--- config.mk ---
export PLATFORM = sky130hd
export DESIGN_NAME = first_fit_heap_allocator_unit
export DESIGN_NICKNAME = d
export VERILOG_FILES = /design/src/rtl/core/ffha_pkg.sv /design/src/rtl/core/ffha_ram.sv /design/src/rtl/core/ffha_ctrl.sv /design/src/rtl/core/ffha_dp.sv /design/src/rtl/core/first_fit_heap_allocator_unit.sv
export SDC_FILE = /design/constraint.sdc
export NUM_CORES = 1
export LEC_CHECK = 0
export ABC_AREA = 0
export BUFFER_PORTS_ARGS = -buffer_cell sky130_fd_sc_hd__buf_4
export CORE_AREA = 4 4 324 326
export CTS_CLUSTER_SIZE = 14
export DETAILED_ROUTE_END_ITERATION = 8
export DIE_AREA = 0 0 328 330
export PLACE_DENSITY_LB_ADDON = 0.2
export REMOVE_ABC_BUFFERS = 1
export SLEW_MARGIN = 20
export SYNTH_ARGS = -nofsm -noshare
export SYNTH_HDL_FRONTEND = slang
export SYNTH_HIERARCHICAL = 1
export SYNTH_SLANG_ARGS = --single-unit
--- constraint.sdc ---
create_clock -name clk_i -period 7.7 [get_ports clk_i]
set_input_delay 1.155 -clock clk_i [delete_from_list [all_inputs] [get_ports clk_i]]
set_output_delay 1.155 -clock clk_i [all_outputs]
set_load 0.05 [all_outputs]
--- src/rtl/core/ffha_pkg.sv ---
// Shared constants, types and helpers of the first-fit heap allocator.
`default_nettype none

package ffha_pkg;

  // Arena geometry
  localparam int unsigned ARENA_BYTES  = 1024;
  localparam int unsigned HEADER_BYTES = 16;
  localparam int unsigned ALIGN_BYTES  = 16;
  localparam int unsigned HDR_PAD      =
    (HEADER_BYTES + ALIGN_BYTES - 1) / ALIGN_BYTES * ALIGN_BYTES;
  localparam int unsigned NGRAN        = ARENA_BYTES / ALIGN_BYTES;
  localparam int unsigned G_W          = $clog2(NGRAN);
  localparam int unsigned ALIGN_SH     = $clog2(ALIGN_BYTES);
  localparam int unsigned HDR_GRAN     = HDR_PAD / ALIGN_BYTES;

  // Field widths
  localparam int unsigned LEN_W   = 11;
  localparam int unsigned REQ_W   = 10;
  localparam int unsigned OFF_W   = 10;
  localparam int unsigned SLACK_W = 11;

  localparam logic [SLACK_W-1:0] SLACK_RESET = SLACK_W'(16);
  localparam int unsigned        LEN_RESET   = ARENA_BYTES - HDR_PAD;

  // Width of a next-granule sum: base granule plus length in granules plus header
  localparam int unsigned NXT_W =
    ((G_W > (LEN_W - ALIGN_SH)) ? G_W : (LEN_W - ALIGN_SH)) + 2;
  // Width of the split threshold sum
  localparam int unsigned THR_W = LEN_W + 2;

  typedef enum logic [0:0] {
    CMD_ALLOC = 1'b0,
    CMD_FREE  = 1'b1
  } cmd_e;

  typedef enum logic [1:0] {
    STATUS_OK      = 2'd0,
    STATUS_NOFIT   = 2'd1,
    STATUS_BADFREE = 2'd2
  } status_e;

  typedef struct packed {
    cmd_e             cmd;
    logic [REQ_W-1:0] request_bytes;
    logic [OFF_W-1:0] free_offset;
  } req_t;

  typedef struct packed {
    status_e          status;
    logic [OFF_W-1:0] data_offset;
  } resp_t;

  // One granule record of the block table
  typedef struct packed {
    logic             start;
    logic             used;
    logic [LEN_W-1:0] len;
  } entry_t;

  localparam int unsigned ENTRY_W = $bits(entry_t);

  typedef enum logic [3:0] {
    OP_NONE,
    OP_LOAD,
    OP_ASTEP,
    OP_AFIT,
    OP_ACOMMIT,
    OP_AFAIL,
    OP_FBAD,
    OP_FCLEAR,
    OP_CREAD,
    OP_CCUR,
    OP_CMERGE,
    OP_CMOVE,
    OP_CEND
  } op_e;

  typedef struct packed {
    op_e op;
  } dp_cmd_t;

  typedef struct packed {
    logic ent_ok;   // entry just read is a real block start
    logic fit;      // free and long enough for the padded request
    logic free_ok;  // free request names a used block start
    logic merge;    // current and next block are both free
  } dp_stat_t;

  typedef enum logic [2:0] {
    S_IDLE,
    S_AEVAL,
    S_AWRITE,
    S_FCHECK,
    S_CREAD,
    S_CCUR,
    S_CNEXT,
    S_RESP
  } state_e;

  // Table contents after reset: one free block spanning the arena
  function automatic entry_t reset_entry(input logic [G_W-1:0] g);
    entry_t e;
    e = '0;
    if (g == '0) begin
      e.start = 1'b1;
      e.len   = LEN_W'(LEN_RESET);
    end
    return e;
  endfunction

endpackage

`default_nettype wire

--- src/rtl/core/ffha_ram.sv ---
// Generic simple dual-port RAM with registered read.
`default_nettype none

module ffha_ram #(
  parameter int unsigned WIDTH = 8,
  parameter int unsigned DEPTH = 64
) (
  input  wire                      clk_i,
  input  wire                      we_i,
  input  wire  [$clog2(DEPTH)-1:0] waddr_i,
  input  wire  [WIDTH-1:0]         wdata_i,
  input  wire                      re_i,
  input  wire  [$clog2(DEPTH)-1:0] raddr_i,
  output logic [WIDTH-1:0]         rdata_o
);

  logic [WIDTH-1:0] mem_q [DEPTH];

  always_ff @(posedge clk_i) begin
    if (we_i) begin
      mem_q[waddr_i] <= wdata_i;
    end
    if (re_i) begin
      rdata_o <= mem_q[raddr_i];
    end
  end

endmodule

`default_nettype wire

--- src/rtl/core/ffha_ctrl.sv ---
// Controller state machine sequencing allocate and free requests.
`default_nettype none

module ffha_ctrl (
  input  wire                clk_i,
  input  wire                rst_ni,
  input  wire                start_i,
  input  ffha_pkg::cmd_e     cmd_i,
  input  ffha_pkg::dp_stat_t stat_i,
  output ffha_pkg::dp_cmd_t  cmd_o,
  output logic               busy_o,
  output logic               resp_valid_o
);

  ffha_pkg::state_e state_q, state_d;

  // State register
  always_ff @(posedge clk_i or negedge rst_ni) begin
    if (!rst_ni) begin
      state_q <= ffha_pkg::S_IDLE;
    end else begin
      state_q <= state_d;
    end
  end

  // Next state and datapath command
  always_comb begin
    state_d   = state_q;
    cmd_o.op  = ffha_pkg::OP_NONE;
    unique case (state_q)
      ffha_pkg::S_IDLE: begin
        if (start_i) begin
          cmd_o.op = ffha_pkg::OP_LOAD;
          state_d  = (cmd_i == ffha_pkg::CMD_FREE) ? ffha_pkg::S_FCHECK : ffha_pkg::S_AEVAL;
        end
      end
      // first-fit walk, one block a cycle
      ffha_pkg::S_AEVAL: begin
        priority if (!stat_i.ent_ok) begin
          cmd_o.op = ffha_pkg::OP_AFAIL;
          state_d  = ffha_pkg::S_RESP;
        end else if (stat_i.fit) begin
          cmd_o.op = ffha_pkg::OP_AFIT;
          state_d  = ffha_pkg::S_AWRITE;
        end else begin
          cmd_o.op = ffha_pkg::OP_ASTEP;
        end
      end
      ffha_pkg::S_AWRITE: begin
        cmd_o.op = ffha_pkg::OP_ACOMMIT;
        state_d  = ffha_pkg::S_RESP;
      end
      ffha_pkg::S_FCHECK: begin
        if (stat_i.free_ok) begin
          cmd_o.op = ffha_pkg::OP_FCLEAR;
          state_d  = ffha_pkg::S_CREAD;
        end else begin
          cmd_o.op = ffha_pkg::OP_FBAD;
          state_d  = ffha_pkg::S_RESP;
        end
      end
      // coalescing walk from the bottom of the arena
      ffha_pkg::S_CREAD: begin
        cmd_o.op = ffha_pkg::OP_CREAD;
        state_d  = ffha_pkg::S_CCUR;
      end
      ffha_pkg::S_CCUR: begin
        cmd_o.op = ffha_pkg::OP_CCUR;
        state_d  = ffha_pkg::S_CNEXT;
      end
      ffha_pkg::S_CNEXT: begin
        priority if (!stat_i.ent_ok) begin
          cmd_o.op = ffha_pkg::OP_CEND;
          state_d  = ffha_pkg::S_RESP;
        end else if (stat_i.merge) begin
          cmd_o.op = ffha_pkg::OP_CMERGE;
        end else begin
          cmd_o.op = ffha_pkg::OP_CMOVE;
        end
      end
      ffha_pkg::S_RESP: begin
        state_d = ffha_pkg::S_IDLE;
      end
      default: begin
        state_d = ffha_pkg::S_IDLE;
      end
    endcase
  end

  assign busy_o       = (state_q != ffha_pkg::S_IDLE);
  assign resp_valid_o = (state_q == ffha_pkg::S_RESP);

endmodule

`default_nettype wire

--- src/rtl/core/ffha_dp.sv ---
// Datapath: block table, walk pointers, split and merge arithmetic, result.
`default_nettype none

module ffha_dp (
  input  wire                          clk_i,
  input  wire                          rst_ni,
  input  ffha_pkg::req_t               req_i,
  input  ffha_pkg::dp_cmd_t            cmd_i,
  input  wire                          cfg_we_i,
  input  wire  [ffha_pkg::SLACK_W-1:0] cfg_wdata_i,
  output ffha_pkg::dp_stat_t           stat_o,
  output ffha_pkg::resp_t              resp_o
);

  localparam int unsigned GW = ffha_pkg::G_W;
  localparam int unsigned LW = ffha_pkg::LEN_W;
  localparam int unsigned NW = ffha_pkg::NXT_W;
  localparam int unsigned TW = ffha_pkg::THR_W;
  localparam int unsigned OW = ffha_pkg::OFF_W;

  // Table RAM ports
  logic                         ram_we;
  logic [GW-1:0]                ram_waddr;
  ffha_pkg::entry_t             ram_wdata;
  logic                         ram_re;
  logic [GW-1:0]                ram_raddr;
  logic [ffha_pkg::ENTRY_W-1:0] ram_rdata;

  // Control-side state
  logic [ffha_pkg::NGRAN-1:0]   valid_q;
  logic [ffha_pkg::SLACK_W-1:0] slack_q;

  // Walk state
  logic [GW-1:0]    g_q, g_d;
  logic [GW-1:0]    h_q, h_d;
  logic             ovf_q, ovf_d;
  logic             bad_q, bad_d;
  logic             split_q, split_d;
  logic             dirty_q, dirty_d;
  logic [LW-1:0]    padded_q, padded_d;
  ffha_pkg::entry_t cur_q, cur_d;
  logic [GW-1:0]    rd_addr_q;
  logic             rd_vld_q;
  ffha_pkg::resp_t  resp_q, resp_d;

  // Combinational helpers
  ffha_pkg::entry_t rd;
  logic [LW-1:0]    pad_sum;
  logic [LW-1:0]    pad_in;
  logic [OW-1:0]    rel;
  logic             bad_in;
  logic [GW-1:0]    free_g;
  logic [NW-1:0]    tail_h;
  logic [TW-1:0]    thresh;
  logic             split_c;
  logic [LW-1:0]    merged_len;
  logic [GW-1:0]    nxt_base;
  logic [LW-1:0]    nxt_len;
  logic [NW-1:0]    nxt;
  logic             nxt_ovf;

  ffha_ram #(
    .WIDTH (ffha_pkg::ENTRY_W),
    .DEPTH (ffha_pkg::NGRAN)
  ) u_ram (
    .clk_i   (clk_i),
    .we_i    (ram_we),
    .waddr_i (ram_waddr),
    .wdata_i (ram_wdata),
    .re_i    (ram_re),
    .raddr_i (ram_raddr),
    .rdata_o (ram_rdata)
  );

  // Entries never written read as their reset contents
  assign rd = rd_vld_q ? ffha_pkg::entry_t'(ram_rdata) : ffha_pkg::reset_entry(rd_addr_q);

  // Request decode: padded size and free offset checks
  assign pad_sum = LW'(req_i.request_bytes) + LW'(ffha_pkg::ALIGN_BYTES - 1);
  assign pad_in  = pad_sum & ~LW'(ffha_pkg::ALIGN_BYTES - 1);
  assign rel     = req_i.free_offset - OW'(ffha_pkg::HDR_PAD);
  assign free_g  = GW'(rel >> ffha_pkg::ALIGN_SH);
  assign bad_in  = (req_i.free_offset < OW'(ffha_pkg::HDR_PAD))
                || (rel[ffha_pkg::ALIGN_SH-1:0] != '0)
                || ((32'(rel) >> ffha_pkg::ALIGN_SH) >= ffha_pkg::NGRAN);

  // Split decision for the block under inspection
  assign tail_h  = NW'(g_q) + NW'(padded_q >> ffha_pkg::ALIGN_SH) + NW'(ffha_pkg::HDR_GRAN);
  assign thresh  = TW'(padded_q) + TW'(ffha_pkg::HDR_PAD) + TW'(slack_q);
  assign split_c = (TW'(rd.len) >= thresh) && (tail_h < NW'(ffha_pkg::NGRAN));

  assign merged_len = LW'(cur_q.len + LW'(ffha_pkg::HDR_PAD) + rd.len);

  // Status to the controller
  assign stat_o.ent_ok  = !ovf_q && rd.start;
  assign stat_o.fit     = !rd.used && (rd.len >= padded_q);
  assign stat_o.free_ok = !bad_q && rd.start && rd.used;
  assign stat_o.merge   = !cur_q.used && !rd.used;

  // Shared next-block adder
  always_comb begin
    nxt_base = g_q;
    nxt_len  = rd.len;
    unique case (cmd_i.op)
      ffha_pkg::OP_CMERGE: nxt_len  = merged_len;
      ffha_pkg::OP_CMOVE:  nxt_base = h_q;
      default: begin
        nxt_base = g_q;
        nxt_len  = rd.len;
      end
    endcase
  end

  assign nxt     = NW'(nxt_base) + NW'(nxt_len >> ffha_pkg::ALIGN_SH)
                 + NW'(ffha_pkg::HDR_GRAN);
  assign nxt_ovf = (nxt >= NW'(ffha_pkg::NGRAN));

  // Operation decode
  always_comb begin
    g_d       = g_q;
    h_d       = h_q;
    ovf_d     = ovf_q;
    bad_d     = bad_q;
    split_d   = split_q;
    dirty_d   = dirty_q;
    padded_d  = padded_q;
    cur_d     = cur_q;
    resp_d    = resp_q;
    ram_we    = 1'b0;
    ram_waddr = g_q;
    ram_wdata = cur_q;
    ram_re    = 1'b0;
    ram_raddr = g_q;
    unique case (cmd_i.op)
      ffha_pkg::OP_NONE: begin
      end
      // take in a request and read its first entry
      ffha_pkg::OP_LOAD: begin
        resp_d.status      = ffha_pkg::STATUS_OK;
        resp_d.data_offset = '0;
        ovf_d              = 1'b0;
        ram_re             = 1'b1;
        if (req_i.cmd == ffha_pkg::CMD_FREE) begin
          bad_d     = bad_in;
          g_d       = free_g;
          ram_raddr = free_g;
        end else begin
          padded_d  = pad_in;
          g_d       = '0;
          ram_raddr = '0;
        end
      end
      ffha_pkg::OP_ASTEP: begin
        g_d       = nxt[GW-1:0];
        ovf_d     = nxt_ovf;
        ram_re    = 1'b1;
        ram_raddr = nxt[GW-1:0];
      end
      // found a fit: write the split-off tail now, the block itself next
      ffha_pkg::OP_AFIT: begin
        cur_d   = rd;
        split_d = split_c;
        if (split_c) begin
          ram_we          = 1'b1;
          ram_waddr       = tail_h[GW-1:0];
          ram_wdata.start = 1'b1;
          ram_wdata.used  = 1'b0;
          ram_wdata.len   = rd.len - (padded_q + LW'(ffha_pkg::HDR_PAD));
        end
      end
      ffha_pkg::OP_ACOMMIT: begin
        ram_we             = 1'b1;
        ram_waddr          = g_q;
        ram_wdata.start    = 1'b1;
        ram_wdata.used     = 1'b1;
        ram_wdata.len      = split_q ? padded_q : cur_q.len;
        resp_d.data_offset = OW'((32'(g_q) << ffha_pkg::ALIGN_SH) + ffha_pkg::HDR_PAD);
      end
      ffha_pkg::OP_AFAIL: begin
        resp_d.status = ffha_pkg::STATUS_NOFIT;
      end
      ffha_pkg::OP_FBAD: begin
        resp_d.status = ffha_pkg::STATUS_BADFREE;
      end
      ffha_pkg::OP_FCLEAR: begin
        ram_we          = 1'b1;
        ram_waddr       = g_q;
        ram_wdata.start = rd.start;
        ram_wdata.used  = 1'b0;
        ram_wdata.len   = rd.len;
      end
      ffha_pkg::OP_CREAD: begin
        g_d       = '0;
        dirty_d   = 1'b0;
        ram_re    = 1'b1;
        ram_raddr = '0;
      end
      ffha_pkg::OP_CCUR: begin
        cur_d     = rd;
        h_d       = nxt[GW-1:0];
        ovf_d     = nxt_ovf;
        ram_re    = 1'b1;
        ram_raddr = nxt[GW-1:0];
      end
      // absorb the next block; the current one is written back when left
      ffha_pkg::OP_CMERGE: begin
        ram_we          = 1'b1;
        ram_waddr       = h_q;
        ram_wdata.start = 1'b0;
        ram_wdata.used  = rd.used;
        ram_wdata.len   = '0;
        cur_d.len       = merged_len;
        dirty_d         = 1'b1;
        h_d             = nxt[GW-1:0];
        ovf_d           = nxt_ovf;
        ram_re          = 1'b1;
        ram_raddr       = nxt[GW-1:0];
      end
      ffha_pkg::OP_CMOVE: begin
        ram_we    = dirty_q;
        ram_waddr = g_q;
        ram_wdata = cur_q;
        g_d       = h_q;
        cur_d     = rd;
        dirty_d   = 1'b0;
        h_d       = nxt[GW-1:0];
        ovf_d     = nxt_ovf;
        ram_re    = 1'b1;
        ram_raddr = nxt[GW-1:0];
      end
      ffha_pkg::OP_CEND: begin
        ram_we    = dirty_q;
        ram_waddr = g_q;
        ram_wdata = cur_q;
        dirty_d   = 1'b0;
      end
      default: begin
      end
    endcase
  end

  // Valid bits and split slack register
  always_ff @(posedge clk_i or negedge rst_ni) begin
    if (!rst_ni) begin
      valid_q <= '0;
      slack_q <= ffha_pkg::SLACK_RESET;
    end else begin
      if (ram_we) begin
        valid_q[ram_waddr] <= 1'b1;
      end
      if (cfg_we_i) begin
        slack_q <= cfg_wdata_i;
      end
    end
  end

  // Walk and result registers
  always_ff @(posedge clk_i) begin
    g_q      <= g_d;
    h_q      <= h_d;
    ovf_q    <= ovf_d;
    bad_q    <= bad_d;
    split_q  <= split_d;
    dirty_q  <= dirty_d;
    padded_q <= padded_d;
    cur_q    <= cur_d;
    resp_q   <= resp_d;
    if (ram_re) begin
      rd_addr_q <= ram_raddr;
      rd_vld_q  <= valid_q[ram_raddr];
    end
  end

  assign resp_o = resp_q;

endmodule

`default_nettype wire

--- src/rtl/core/first_fit_heap_allocator_unit.sv ---
// Top level of the first-fit heap allocator over a 1024-byte arena.
//
//  channel   signals                       handshake
//  request   req_i                         start_i high and busy_o low at a rising edge
//  result    resp_o                        resp_valid_o high for one cycle, always taken
//  config    cfg_wdata_i (split slack)     cfg_we_i high at a rising edge
//
// Allocate examines the blocks in order, the fitting one included (at most 64). A bad
// free goes from its offset check straight to the result; otherwise the used bit is
// cleared and the coalescing walk visits every block in the arena (at most 64); the
// table RAM gives one entry a cycle.
// After reset the arena holds one free block; no clearing pass is needed.
// busy_o stays high from acceptance until the result cycle; results cannot be stalled.
`default_nettype none

module first_fit_heap_allocator_unit (
  input  wire                          clk_i,
  input  wire                          rst_ni,
  input  wire                          start_i,
  output logic                         busy_o,
  input  ffha_pkg::req_t               req_i,
  output logic                         resp_valid_o,
  output ffha_pkg::resp_t              resp_o,
  input  wire                          cfg_we_i,
  input  wire  [ffha_pkg::SLACK_W-1:0] cfg_wdata_i
);

  ffha_pkg::dp_cmd_t  dp_cmd;
  ffha_pkg::dp_stat_t dp_stat;

  ffha_ctrl u_ctrl (
    .clk_i        (clk_i),
    .rst_ni       (rst_ni),
    .start_i      (start_i),
    .cmd_i        (req_i.cmd),
    .stat_i       (dp_stat),
    .cmd_o        (dp_cmd),
    .busy_o       (busy_o),
    .resp_valid_o (resp_valid_o)
  );

  ffha_dp u_dp (
    .clk_i       (clk_i),
    .rst_ni      (rst_ni),
    .req_i       (req_i),
    .cmd_i       (dp_cmd),
    .cfg_we_i    (cfg_we_i),
    .cfg_wdata_i (cfg_wdata_i),
    .stat_o      (dp_stat),
    .resp_o      (resp_o)
  );

endmodule

`default_nettype wire

* After elaboration in Yosys (flattened, before gate mapping) *
Memories as Yosys holds them, arrays and structs flattened. A register that Yosys moved wholly into a read port is not among the register bits.
Index checks and enable logic that the tools add are counted.

operators by class
  $add $sub $neg = 13
  $mul = 0
  divide/modulo/power cells = 0
  magnitude comparators = 9
  equality and inequality tests = 22
  shifts and indexed selects = 0
  multiplexer cells = 41
  bitwise operators = 2
  reduce and logical (&&, ||, !) cells = 33

operators by type and width
  cell                                                count
  OR 64 bit                                           1
  case mux 13 bit (4 select lines)                    1
  case mux 4 bit (7 select lines)                     1
  two-way mux 13 bit                                  2
  case mux 3 bit (8 select lines)                     1
  case mux 6 bit (4 select lines)                     1
  adder 11 x 5 -> 11 bit, second input constant       2
  two-way mux 11 bit                                  2
  case mux 11 bit (2 select lines)                    1
  == test 4 bit, second input constant                5
  case mux 10 bit (2 select lines)                    1
  adder 9 x 1 -> 9 bit, second input constant         2
  two-way mux 6 bit                                   3
  case mux 6 bit (3 select lines)                     1
  adder 6 x 7 -> 8 bit                                2
  == test 4 x 3 -> 1 bit, second input constant       4
  < comparator 6 x 7 -> 1 bit, second input constant  2
  adder 13 x 11 -> 13 bit                             1
  >= comparator 11 x 13 -> 1 bit                      1
  adder 11 x 5 -> 12 bit, second input constant       1
  == test 3 bit, second input constant                4
  two-way mux 3 bit                                   4
  case mux 6 bit (2 select lines)                     1
  OR reduction 3 bit                                  4
  40 further kinds                                    72

word-level totals
  register bits = 133
  latch bits = 0
  memory bits (writable) = 832
  memory bits (read-only) = 0
  input port bits = 36
  word-level logic and storage cells = 138
  memories kept = 1

memories
  name              words  bits a word  read ports  clocked after Yosys merged registers in  write ports  RTL line        RTL
  u_dp.u_ram.mem_q  64     13           1           1                                        1            ffha_ram.sv:17  logic [WIDTH-1:0] mem_q [DEPTH];

* Depth between registers and ports, before layout *
Gate-level depths: netlist (run 1).

  depth after elaboration = 15
  mapped depth = 35

* Cells and area by module *
The synthesis (run 1) kept the hierarchy.

modules (own cells, without submodules)
  module     times used  cells an instance  area each (sq um)
  ffha_ram   1           1402               32474.9
  ffha_dp    1           859                8767.2
  ffha_ctrl  1           38                 289.0

* Least setup slack after synthesis (run 1) *
OpenSTA, ideal clock, no wires.

  path type = flip-flop to flip-flop
  start = register u_dp.rd_addr_q[3]
  end = register u_dp.u_ram.rdata_o[11] (read register of u_dp.u_ram.mem_q) (data pin)
  library setup time = 269 ps
  arrival time = 7064 ps
  data required time = 7431 ps
  path slack = 367 ps
  cell stages (with the launch flop) = 34
  path through = edfxtp_1 or4_1 nor4_4 a21oi_1 inv_1 ha_1 a21o_1 a21oi_1 o21bai_1 a21oi_1 o21ai_0 nand2b_1 o22ai_1 mux2i_1 clkbuf_1 clkbuf_1 nor2b_1 nand2_1 clkbuf_1 nand2_1 o21ai_0 ha_1 fa_1 o22ai_1 a21oi_1 buf_2 inv_1 buf_4 buf_4 clkbuf_1 mux4_2 mux4_2 o21ai_0 o31ai_1

RTL lines
  item                      RTL line        RTL
  start: declaration        ffha_dp.sv:42   logic [GW-1:0] rd_addr_q;
  start signal: assignment  ffha_dp.sv:269  rd_addr_q <= ram_raddr;
  end: declaration          ffha_ram.sv:14  output logic [WIDTH-1:0] rdata_o

==> run metrics, run 1 <==
outcome finished, final reports clean; Mapped Avg Cell Area 18.1 sq um; Seq cells post-synth 974; RSZ-0062 raised after global routing false; Pins Over Slew Limit 0; Clock Tree Buf Depth 3; FFs w/ async S/R, synth 8.01%; placer's final routability congestion estimate 0.902; row cnt 117; Clk Tree Root Cell clkbuf_16; Tcrit/Tclk final 95.0%; mux share of post-synthesis cell area 15.1%; Worst EP required 8.10 ns; CTS Buf Count 103; cell taking the most area after synthesis edfxtp_1; Iter 0 DRT Violations 2342; worst hold slack 0.454 ns; Worst-Skew Late Latency 0.68 ns; Design Area, Final 0.0477 sq mm; Post-synth EDFFs 896; largest net degree at the start of global routing 79; first-pass GRT wire length 157000 um; CTS tree yes; Hold Fails Final Rpt 0; drt drc 0; Max-cap violations 0; via count 22400; Tmin final 7.31 ns; Pre-Repair DR Iteration Count 5; maximum clock frequency 0.137 GHz; final net count 2598; Hold Crit Class reg2reg; hold buffer count at cts 0; worst path arrival time 7.72 ns; post-synthesis simple-gate area fraction 4.24%; Routed WL 107000 um; Detail Route Antenna Nets 0; die footprint 0.108 sq mm; Post-synth top flop edfxtp_1; most common cell after layout, fill and taps aside edfxtp_1; initial antenna violation count 1; clock sink count 974; main combinational cell family by area after synthesis multiplexers; routed vias/inst 5.68; Worst-Margin Slew 1.15 ns; post-synth top area share 64.8%; post-route setup slack 0.388 ns; Setup violations, final 0; WL/cell 27.1 um; critical setup path kind reg2reg; worst-path fanout max 33; htree depth 3; GRT Resource Usage Total 19.7%; vias in the first global route 22900; share of cells above drive strength 1 25.0%; xor/xnor share of the synthesized area 0.928%; slowest cell on the critical path or4_1; Synth Instances 2299; Syn-to-layout area delta 14.9%; Post-DP Area 0.0443 sq mm; yosys warns 6; Post-Place Worst Slack 0.309 ns; clock skew 0.0383 ns; CP Capture Type register; GRT Residual Overflow 0; Cell Area, Synth 0.0415 sq mm; adder-cell share of the synthesized area 2.48%; ranking of synthesized cells by area edfxtp_1 (65%), mux4_2 (12%), dfrtp_1 (4.6%); Slew headroom 23.2%; crit path launch type register; sequential element share of the synthesized area 69.5%; die height 330 um; CP max stage delay 0.60 ns; final setup TNS 0 ns; commonest cells after routing, fill and taps aside edfxtp_1 (896), mux4_2 (223), buf_4 (168); Die W 328 um; initial core utilization 40.8%; Ports 50; core footprint 0.102 sq mm; Worst-path clk slew 0.06 ns; crit-path most repeated cell a21oi_1; HPWL after DPL 69000 um; post-synthesis compound-gate area fraction 5.61%; synth unique cells 87; port buffer count 45
==> through the flow <==
step                      util [%]  instances
after CTS                     46.8       3933
after global placement        43.5       3743
after floorplan                  -       2191
final                         46.9       3937
after global routing          46.9       3935
after detailed placement      43.5       3743
==> synthesized netlist by cell type (all sizes together) (46+ instances only) <==
| cell type | number |
|---|---|
| dfrtp | 77 |
| o21ai | 46 |
| edfxtp | 896 |
| ha | 76 |
| a21o | 60 |
| nand2 | 84 |
| clkbuf | 46 |
| mux2i | 114 |
| nor2 | 115 |
| buf | 65 |
| a21oi | 55 |
| inv | 70 |
| mux4 | 223 |
==> critical path: cells and delay by family (launching register included) <==
family	cells	cell delay, ns
adder cells (fa/ha/maj)	3	0.99
flip-flops	1	0.36
buffers and inverters	5	1.24
AO/OA/AOI/OAI	13	2.13
AND/OR/NAND/NOR	6	1.20
multiplexers	3	1.06
==> logic make-up after synthesis <==
kind of cell               Yosys count
buffers and inverters              182
xor gates and xnor gates            44
adders and majority gates           80
other                                1
muxes                              348
AOI/OAI and AO/OA                  320
and+or+nand+nor                    350
DFF                                974
==> state kept, by name (all words and copies together), names as in the netlist <==
signal,count
u_dp/resp_o,8
u_dp/padded_q,7
u_dp/valid_q,64
u_dp/rd_vld_q,1
u_dp/ovf_q,1
u_dp/cur_q,13
u_dp/split_q,1
u_dp/u_ram/rdata_o,13
u_dp/slack_q,11
u_dp/dirty_q,1
u_dp/rd_addr_q,6
u_dp/u_ram/mem_q,832
u_dp/h_q,6
u_ctrl/state_q,3
u_dp/bad_q,1
u_dp/g_q,6
==> path summary, 6_finish.rpt <==
| check | from | end | slack (ns) | cells after the start |
|---|---|---|---|---|
| setup / recovery | u_dp/rd_addr_q[3] | u_dp/u_ram/rdata_o[2] | 0.39 | 30 |
| hold / removal | u_dp/valid_q[17] | u_dp/valid_q[17] | 0.45 | 1 |
| setup reg to reg | u_dp/rd_addr_q[3] | u_dp/u_ram/rdata_o[2] | 0.39 | 30 |
| hold reg to reg | u_dp/valid_q[17] | u_dp/valid_q[17] | 0.45 | 1 |
| max in group asynchronous | rst_ni | u_ctrl/state_q[2] | 6.62 | 1 |
| min in group asynchronous | rst_ni | u_dp/valid_q[6] | 0.55 | 1 |
==> repair_timing <==
| action | CTS | global route |
|---|---|---|
| gates resized for setup | 0 | 17 |
| setup endpoints to repair | 0 | 12 |
| endpoints found under the hold margin | 0 | 0 |
| setup buffers | 0 | 2 |
==> cell type report <==
type,instances,area (sq um)
clock inverters,60,548
repair buffers,186,1600
clock buffers,130,2760
diodes,2,5.00
inverters,71,319
flip-flops and latches,974,28900
fillers,8567,54000
multi-input cells,1146,11900
well taps,1368,1710
==> per-layer routing <==
metal | vias to the layer above | wire length, um | GRT usage [%]
met5 | - | 0 | 0
met4 | 0 | 2830 | 5.06
met3 | 183 | 7220 | 3.42
met2 | 765 | 51600 | 32.5
met1 | 11800 | 44900 | 27.3
li1 | 9627 | - | -
Power of run 1 is left out: the tool's default activity adds up to more than one toggle a clock period on the data nets, which glitch-free logic cannot reach.
==> inputs of run 2 (changes only) <==
Settings changed: SETUP_SLACK_MARGIN set to 0.4.
==> run metrics, run 2 (synthesis results as in run 1) <==
maximum clock frequency 0.142 GHz; crit path launch type register; CP max stage delay 0.59 ns; worst r2r dst u_dp/u_ram/rdata_o[0]; Worst-Skew Late Latency 0.68 ns; via count 22600; htree depth 3; Worst-path clk slew 0.06 ns; vias in the first global route 22900; critical setup path kind reg2reg; Worst-Margin Slew 1.20 ns; Largest regs u_dp/u_ram/mem_q: 832 flops, u_dp/valid_q: 64 flops; antenna cells 0; Hold Crit Class reg2reg; post-route setup slack 0.649 ns; Reg2Reg Depth 29; Worst EP required 8.11 ns; worst flop-to-flop path startpoint u_dp/rd_addr_q[3]; core footprint 0.102 sq mm; final net count 2623; Detail Route Antenna Nets 0; outcome finished, final reports clean; HPWL after DPL 69000 um; worst-path fanout max 21; flip-flop and latch area 0.0289 sq mm; worst hold start u_dp/valid_q[17]; RSZ-0062 raised after global routing true; Syn-to-layout area delta 15.9%; largest net degree at the start of global routing 79; Hold Path Stages 1; die footprint 0.108 sq mm; Fillers 8539; Routed WL 109000 um; slowest cell on the critical path or4_1; Slew headroom 19.5%; CTS Buf Count 103; drt drc 0; Tmin final 7.05 ns; CTS tree yes; Iter 0 DRT Violations 2416; routed vias/inst 5.70; max reg flops 832; port buffer count 45; Setup violations, final 0; GRT Residual Overflow 0; share of cells above drive strength 1 26.4%; first-pass GRT wire length 157000 um; crit-path most repeated cell nand2_1; most common cell after layout, fill and taps aside edfxtp_1; commonest cells after routing, fill and taps aside edfxtp_1 (896), mux4_2 (223), buf_4 (184); Pre-Repair DR Iteration Count 6; Post-Place Worst Slack 0.309 ns; clock sink count 974; Die W 328 um; Worst Hold End u_dp/valid_q[17]; Tcrit/Tclk final 91.6%; CP Capture Type register; placer's final routability congestion estimate 0.902; Clk Tree Root Cell clkbuf_16; Ports 50; initial antenna violation count 1; GRT Resource Usage Total 19.7%; Hold Fails Final Rpt 0; WL/cell 27.4 um; worst path arrival time 7.46 ns; Biggest register u_dp/u_ram/mem_q; initial core utilization 40.8%; row cnt 117; die height 330 um; Pins Over Slew Limit 0; Clock Tree Buf Depth 3; area of the multi-input gates 0.0120 sq mm; clock skew 0.0379 ns; Max-cap violations 0; reg2reg setup slack 0.65 ns; hold buffer count at cts 0
-- run 2: final cells by class --
class / instances / area share, %
Inverter: 71 / 0.707
Clock buffer: 130 / 5.74
Tap cell: 1368 / 3.56
Timing Repair inverter: 2 / 0.0364
Sequential cell: 974 / 59.9
Timing Repair Buffer: 209 / 3.89
Multi-Input combinational cell: 1146 / 25.0
Clock inverter: 60 / 1.14
-- run 2: routing by layer --
metal	track usage, %	wire length (um)	up-vias
li1	-	-	9677
met1	27.3	45500	11900
met2	32.5	52900	766
met3	3.43	7270	180
met4	5.07	2910	0
met5	0	0	-
-- run 2: how the worst max path moves through the flow --
| stage | start | to | slack [ns] |
|---|---|---|---|
| 6_report | u_dp/rd_addr_q[3] | u_dp/u_ram/rdata_o[0] | 0.65 |
| 5_1_grt | u_dp/rd_addr_q[3] | u_dp/u_ram/rdata_o[0] | 0.37 |
| 4_1_cts | u_dp/rd_addr_q[3] | u_dp/u_ram/rdata_o[8] | 0.41 |
| 3_5_place_dp | u_dp/rd_addr_q[3] | u_dp/u_ram/rdata_o[12] | 0.31 |
| 3_3_place_gp | u_dp/rd_addr_q[3] | u_dp/u_ram/rdata_o[0] | 0.43 |
| 2_1_floorplan | u_dp/rd_addr_q[3] | u_dp/u_ram/rdata_o[9] | -5.72 |
-- run 2: through the flow --
step,setup TNS (ns),instance area (sq um),util (%),instances,hold WS (ns)
2_1_floorplan,-78.12,40900,-,2191,0.427
3_3_place_gp,0,44300,43.5,3743,0.436
3_5_place_dp,0,44300,43.5,3743,0.444
4_1_cts,0,47600,46.8,3933,0.456
5_1_grt,0,48100,47.3,3960,0.469
6_report,0,48100,47.3,3960,0.453
-- run 2: repair_timing --
item                                    in CTS  in global routing
hold endpoints to repair                     0                  0
endpoints found under the setup margin       6                 14
pin swaps                                    0                  2
setup buffers                                0                 22
gates resized for setup                      5                 47
gates cloned                                 0                  5
-- run 2: worst max-delay path: cells and delay by family (launching register included) --
family                     cells  cell delay, ns
DFF                            1            0.36
and+or+nand+nor                8            1.52
AOI/OAI and AO/OA             11            1.64
adders and majority gates      2            0.78
buffers and inverters          5            1.14
muxes                          3            1.29
Power of run 2 is left out for the same reason.
